[config.mk]
export PLATFORM = sky130hd
export DESIGN_NAME = rtdlin_isqrt
export DESIGN_NICKNAME = d
export VERILOG_FILES = /design/src/hw/rtl/rtdlin_pkg.sv /design/src/hw/rtl/rtdlin_isqrt.sv
export SDC_FILE = /design/constraint.sdc
export NUM_CORES = 1
export LEC_CHECK = 0
export BUFFER_PORTS_ARGS = -buffer_cell sky130_fd_sc_hd__buf_2
export CAP_MARGIN = 20
export CORE_MARGIN = 3
export CORE_UTILIZATION = 58
export DETAILED_ROUTE_END_ITERATION = 10
export PLACE_DENSITY = 0.81
export SYNTH_ARGS = -nofsm -noshare
export SYNTH_HDL_FRONTEND = slang
export SYNTH_SLANG_ARGS = --single-unit
export TNS_END_PERCENT = 30
[constraint.sdc]
create_clock -name i_clk -period 2.9 [get_ports i_clk]
set_input_delay 0.435 -clock i_clk [delete_from_list [all_inputs] [get_ports i_clk]]
set_output_delay 0.435 -clock i_clk [all_outputs]
set_load 0.01 [all_outputs]
[src/hw/rtl/rtdlin_pkg.sv]
// Package for the RTD temperature linearizer: field widths, word types,
// register indexes and the fixed-point constants of the quadratic solution.
// No dependencies; every module of the block imports it.
package rtdlin_pkg;

    localparam int unsigned CODE_W     = 15;
    localparam int unsigned WORD_W     = 16;
    localparam int unsigned FLAG_W     = 8;
    localparam int unsigned REF_W      = 19;
    localparam int unsigned GAIN_W     = 16;
    localparam int unsigned OFS_W      = 14;
    localparam int unsigned TEMP_W     = 19;

    localparam int unsigned CFG_IDX_W  = 2;
    localparam int unsigned CFG_DATA_W = 19;

    localparam logic [CFG_IDX_W-1:0] CFG_REFERENCE_OHMS = 2'd0;
    localparam logic [CFG_IDX_W-1:0] CFG_SPAN_GAIN      = 2'd1;
    localparam logic [CFG_IDX_W-1:0] CFG_SPAN_OFFSET    = 2'd2;

    localparam logic [REF_W-1:0]         RST_REFERENCE = 19'd27520;
    localparam logic signed [GAIN_W-1:0] RST_GAIN      = 16'sd16384;
    localparam logic signed [OFS_W-1:0]  RST_OFFSET    = 14'sd0;

    localparam int unsigned NUM_W    = CODE_W + REF_W;
    localparam int unsigned DVD_W    = NUM_W + 3;
    localparam int unsigned U_W      = 27;
    localparam int unsigned COEF_W   = 36;
    localparam int unsigned TERM_SH  = 12;
    localparam int unsigned TERM_W   = COEF_W + U_W - TERM_SH;
    localparam int unsigned W_W      = 52;
    localparam int unsigned S_W      = W_W / 2;
    localparam int unsigned SQ_CNT_W = $clog2(S_W);
    localparam int unsigned X_W      = 37;
    localparam int unsigned XM_W     = X_W - 1;
    localparam int unsigned R2_W     = 15;
    localparam int unsigned T_W      = 22;
    localparam int unsigned P_W      = 38;
    localparam int unsigned Q_W      = P_W + 1;
    localparam int unsigned FRAC_W   = 14;
    localparam int unsigned Y_W      = Q_W - FRAC_W;
    localparam int unsigned CNT_W    = $clog2(DVD_W);

    localparam logic [TERM_W-1:0]       A_SQ_E20 = 51'd1527480889000000;
    localparam logic [COEF_W-1:0]       FOUR_B_Q = 36'd56396484375;
    localparam logic signed [X_W-1:0]   X_BIAS   = 37'sd20010507550;
    localparam logic [R2_W-1:0]         TWO_B2   = 15'd23100;
    localparam logic [FRAC_W-1:0]       HALF_LSB = 14'd8192;
    localparam logic signed [Y_W-1:0]   TEMP_MIN = -25'sd65536;
    localparam logic signed [Y_W-1:0]   TEMP_MAX = 25'sd262143;

    typedef struct packed {
        logic              data_ready;
        logic [WORD_W-1:0] rtd_word;
        logic [FLAG_W-1:0] fault_byte;
    } t_in_word;

    typedef struct packed {
        logic signed [TEMP_W-1:0] temperature;
        logic                     fresh;
        logic                     clear_fault;
        logic [FLAG_W-1:0]        fault_flags;
    } t_out_word;

endpackage

[src/hw/rtl/rtdlin_isqrt.sv]
// Bit-pair serial integer square root: two radicand bits and one root bit per cycle.
// Depends on rtdlin_pkg for the radicand and root widths.
module rtdlin_isqrt import rtdlin_pkg::*; (
    input  logic           i_clk,
    input  logic           i_rst_n,
    input  logic           i_start,
    input  logic [W_W-1:0] i_radicand,
    output logic           o_done,
    output logic [S_W-1:0] o_root
);

    logic [W_W-1:0]      r_x, n_x;
    logic [S_W+1:0]      r_rem, n_rem;
    logic [S_W-1:0]      r_root, n_root;
    logic [SQ_CNT_W-1:0] r_cnt, n_cnt;
    logic                r_busy, n_busy;
    logic [S_W+3:0]      cur;
    logic [S_W+3:0]      trial;
    logic [S_W+3:0]      diff;
    logic                fits;

    assign cur   = {r_rem, r_x[W_W-1 -: 2]};
    assign trial = {2'b00, r_root, 2'b01};
    assign diff  = cur - trial;
    assign fits  = (cur >= trial);

    always_comb begin
        n_x    = r_x;
        n_rem  = r_rem;
        n_root = r_root;
        n_cnt  = r_cnt;
        n_busy = r_busy;
        if (i_start) begin
            n_x    = i_radicand;
            n_rem  = '0;
            n_root = '0;
            n_cnt  = SQ_CNT_W'(S_W - 1);
            n_busy = 1'b1;
        end else if (r_busy) begin
            n_x    = {r_x[W_W-3:0], 2'b00};
            n_rem  = fits ? diff[S_W+1:0] : cur[S_W+1:0];
            n_root = {r_root[S_W-2:0], fits};
            n_cnt  = r_cnt - 1'b1;
            if (r_cnt == '0) begin
                n_busy = 1'b0;
            end
        end
    end

    always_ff @(posedge i_clk) begin
        if (!i_rst_n) begin
            r_busy <= 1'b0;
            r_cnt  <= '0;
        end else begin
            r_busy <= n_busy;
            r_cnt  <= n_cnt;
        end
    end

    always_ff @(posedge i_clk) begin
        r_x    <= n_x;
        r_rem  <= n_rem;
        r_root <= n_root;
    end

    assign o_done = r_busy && (r_cnt == '0);
    assign o_root = r_root;

endmodule

==> flow_summary_export.csv <==
group,metric,value,unit
logic_synthesis,postSynth.topFlopCell,"dfxtp_1",
timing,ratio_of_final_minimum_period_to_clock_period,0.944,
worst_setup_path,setup.worst_path.start_class,"register",
clock_tree,cts_tree,"yes",
placed_design,numPortBuffers,81,
clock_tree,clock_path_buffers,2,
clock_tree,htreeDepth,3,
timing,grt_setup_unrepaired,"no",
logic_synthesis,synth_area_per_cell,10.4,um2
timing,final-hold-violation-count,0,
clock_tree,clock_sink_count,112,
floorplanning,fp-row-count,37,
cells_and_area,finish.net_count,756,
outcome,outcome,"completed",
drt,vias_per_cell,5.74,
cells_and_area,antenna_fix_cells,0,
min_path,hold_class,"primary input to register",
floorplanning,floorplan.io_pins,82,
timing,maxSlewViolCount,0,
floorplanning,core_region_area,0.0104,mm2
timing,finClkSkew,0.0156,ns
logic_synthesis,synthesis.area,0.00622,mm2
clock_tree,cts_root_buf,"clkbuf_8",
timing,setup-violations-final,0,
logic_synthesis,ys_warn_count,0,
drt,vias,4664,
global_routing,first_global_vias,4459,
logic_synthesis,ys_ff_latch,112,
clock_tree,cts.reportedPaths.clkPinSlew,0.11,ns
global_routing,initial_antenna_violation_count,0,
worst_setup_path,critPathMaxFanout,5,
logic_synthesis,synth_edf_count,52,
logic_synthesis,synth.net_count,684,
timing,final.setup.worst_slack,0.164,ns
floorplanning,die_y,110,um
cells_and_area,mostFrequentLayoutCells,"80 x buf_2, 70 x nor2_1, 55 x dfxtp_1",
drt,routedWlPerCell,15.6,um
pwr,power_density,799,mW/mm2
drt,first_pass_iters,5,
cells_and_area,proportion_of_layout_cells_with_a_drive_suffix_above_1,0.275,
drt,drt_drc_violations_left,0,
timing,period_minus_slack,2.74,ns
worst_setup_path,worstSetupPathType,"register to register",
pwr,ir_worst_vdd,0.000413,V
drt,detail_route.wirelength,12700,um
worst_setup_path,worst_endpoint_data_arrival_time,3.03,ns
pwr,design_power_total,0.00561,W
pwr,leakagePower,2.90,nW
placed_design,dp.final_hpwl,8920,um
cells_and_area,fillerInstances,801,
timing,whs,0.317,ns
worst_setup_path,worst-endpoint-required,3.19,ns
logic_synthesis,async_flop_share,0,
logic_synthesis,syn_inst,599,
clock_tree,cts_buffers,9,
floorplanning,start_util,0.599,
drt,detail_route.iter0.violations,285,
clock_tree,worstSkewPairLatency,0.38,ns
cells_and_area,area_growth,12.8,%
clock_tree,holdBufCountCts,0,
worst_setup_path,cp-end-kind,"register",
timing,tightestPinTransition,0.539,ns
timing,aggregate_negative_setup_slack,0,ns
timing,clock.fmax,365,MHz
placed_design,globalplace.congestion,0.842,
placed_design,place_ws,0.164,ns
run,max_cap_violations,0,
global_routing,grt_first_pass_wirelength,20800,um
global_routing,global_route.overflow_total,0,
floorplanning,dieArea,0.0120,mm2
drt,final_antenna_net_count,0,
floorplanning,die_width,110,um
logic_synthesis,ys_types,62,
logic_synthesis,synth_seq_area_share,0.444,
global_routing,maximum_number_of_pins_on_one_net_before_global_route_repair,110,
timing,slew-limit-headroom,0.640,
global_routing,track_usage,0.217,
cells_and_area,layout_commonest_cell,"buf_2",
==> worst paths after layout <==
kind | start | end | slack (ns) | cells past startpoint
setup / recovery | o_root[3] | r_rem[27] | 0.16 | 10
hold / removal | i_rst_n | r_busy | 0.32 | 2
setup reg to reg | o_root[3] | r_rem[27] | 0.16 | 10
hold reg to reg | r_rem[7] | r_rem[7] | 0.51 | 2
==> sequential cells by signal (all words and copies together), names as in the netlist <==
| register | flops |
|---|---|
| r_x | 52 |
| r_rem | 28 |
| o_root | 26 |
| r_cnt | 5 |
| r_busy | 1 |
==> routing by layer <==
layer,track usage,vias up,wire [um]
met5,0,-,0
met4,0.0721,0,269
met3,0.0511,25,694
met2,0.352,126,6170
met1,0.286,2223,5530
li1,-,2290,-
==> power by group <==
group	internal (W)	switching, W	leakage (nW)
logic	0.00129	0.00143	1.79
clock network	0.000354	0.000564	0.0966
registers	0.00185	0.000115	1.02
total	0.00350	0.00211	2.90
==> worst max-delay path, stage by stage, from the launching register on <==
cell      delay [ns]
dfxtp_2         0.37
inv_1           0.07
ha_4            0.26
or3_1           0.36
a21o_1          0.18
o311a_1         0.15
o41a_1          0.50
a211oi_2        0.26
xnor2_1         0.15
mux2i_1         0.09
a211oi_1        0.25
==> cells by family after synthesis <==
family          count (synthesis)  synth area share
xor+xnor                       28            0.0395
compound gates                113             0.126
buf+inv                        68            0.0515
mux                            97             0.166
fa+ha+maj                      30            0.0604
simple gates                  151             0.112
flops                         112             0.444
==> cells in the mapped netlist, drive strengths merged (3+ instances only) <==
| cell type | count | area share |
|---|---|---|
| and3 | 3 | 0.0030 |
| o21ai | 17 | 0.014 |
| xor2 | 12 | 0.017 |
| a31oi | 5 | 0.0050 |
| nor3 | 9 | 0.0081 |
| a21oi | 25 | 0.021 |
| a21o | 11 | 0.013 |
| ha | 30 | 0.060 |
| nor2 | 71 | 0.043 |
| mux2 | 50 | 0.091 |
| a211oi | 25 | 0.032 |
| inv | 37 | 0.022 |
| mux2i | 47 | 0.076 |
| nand4 | 3 | 0.0030 |
| nand2b | 7 | 0.0070 |
| o21a | 6 | 0.0072 |
| buf | 11 | 0.017 |
| a21boi | 3 | 0.0042 |
| nand2 | 31 | 0.019 |
| nand3 | 6 | 0.0048 |
| xnor2 | 16 | 0.023 |
| edfxtp | 52 | 0.25 |
| clkbuf | 20 | 0.012 |
| and2 | 3 | 0.0030 |
| dfxtp | 60 | 0.19 |
| or2 | 4 | 0.0040 |
==> final cells by class <==
| cell class | instances | area (um2) | area share |
|---|---|---|---|
| Sequential cell | 112 | 2770 | 0.395 |
| Multi-Input combinational cell | 419 | 3200 | 0.456 |
| Clock inverter | 6 | 58.8 | 0.00838 |
| Timing Repair Buffer | 92 | 541 | 0.0771 |
| Clock buffer | 10 | 138 | 0.0196 |
| Inverter | 37 | 139 | 0.0198 |
| Tap cell | 136 | 170 | 0.0243 |
==> per-stage QoR <==
stage          cells  area, um2   util
3_5_place_dp     793       6720  0.648
5_1_grt          812       7010  0.676
2_1_floorplan    599       6220      -
4_1_cts          809       6920  0.667
6_report         812       7010  0.676
3_3_place_gp     793       6720  0.648
==> what timing repair did <==
item                       in CTS  in global routing
hold endpoints to repair        0                  0
gates resized for setup         0                 21
setup endpoints to repair       0                 27
buffers inserted                0                  3
No activity file was read; power rests on OpenSTA's default activity.
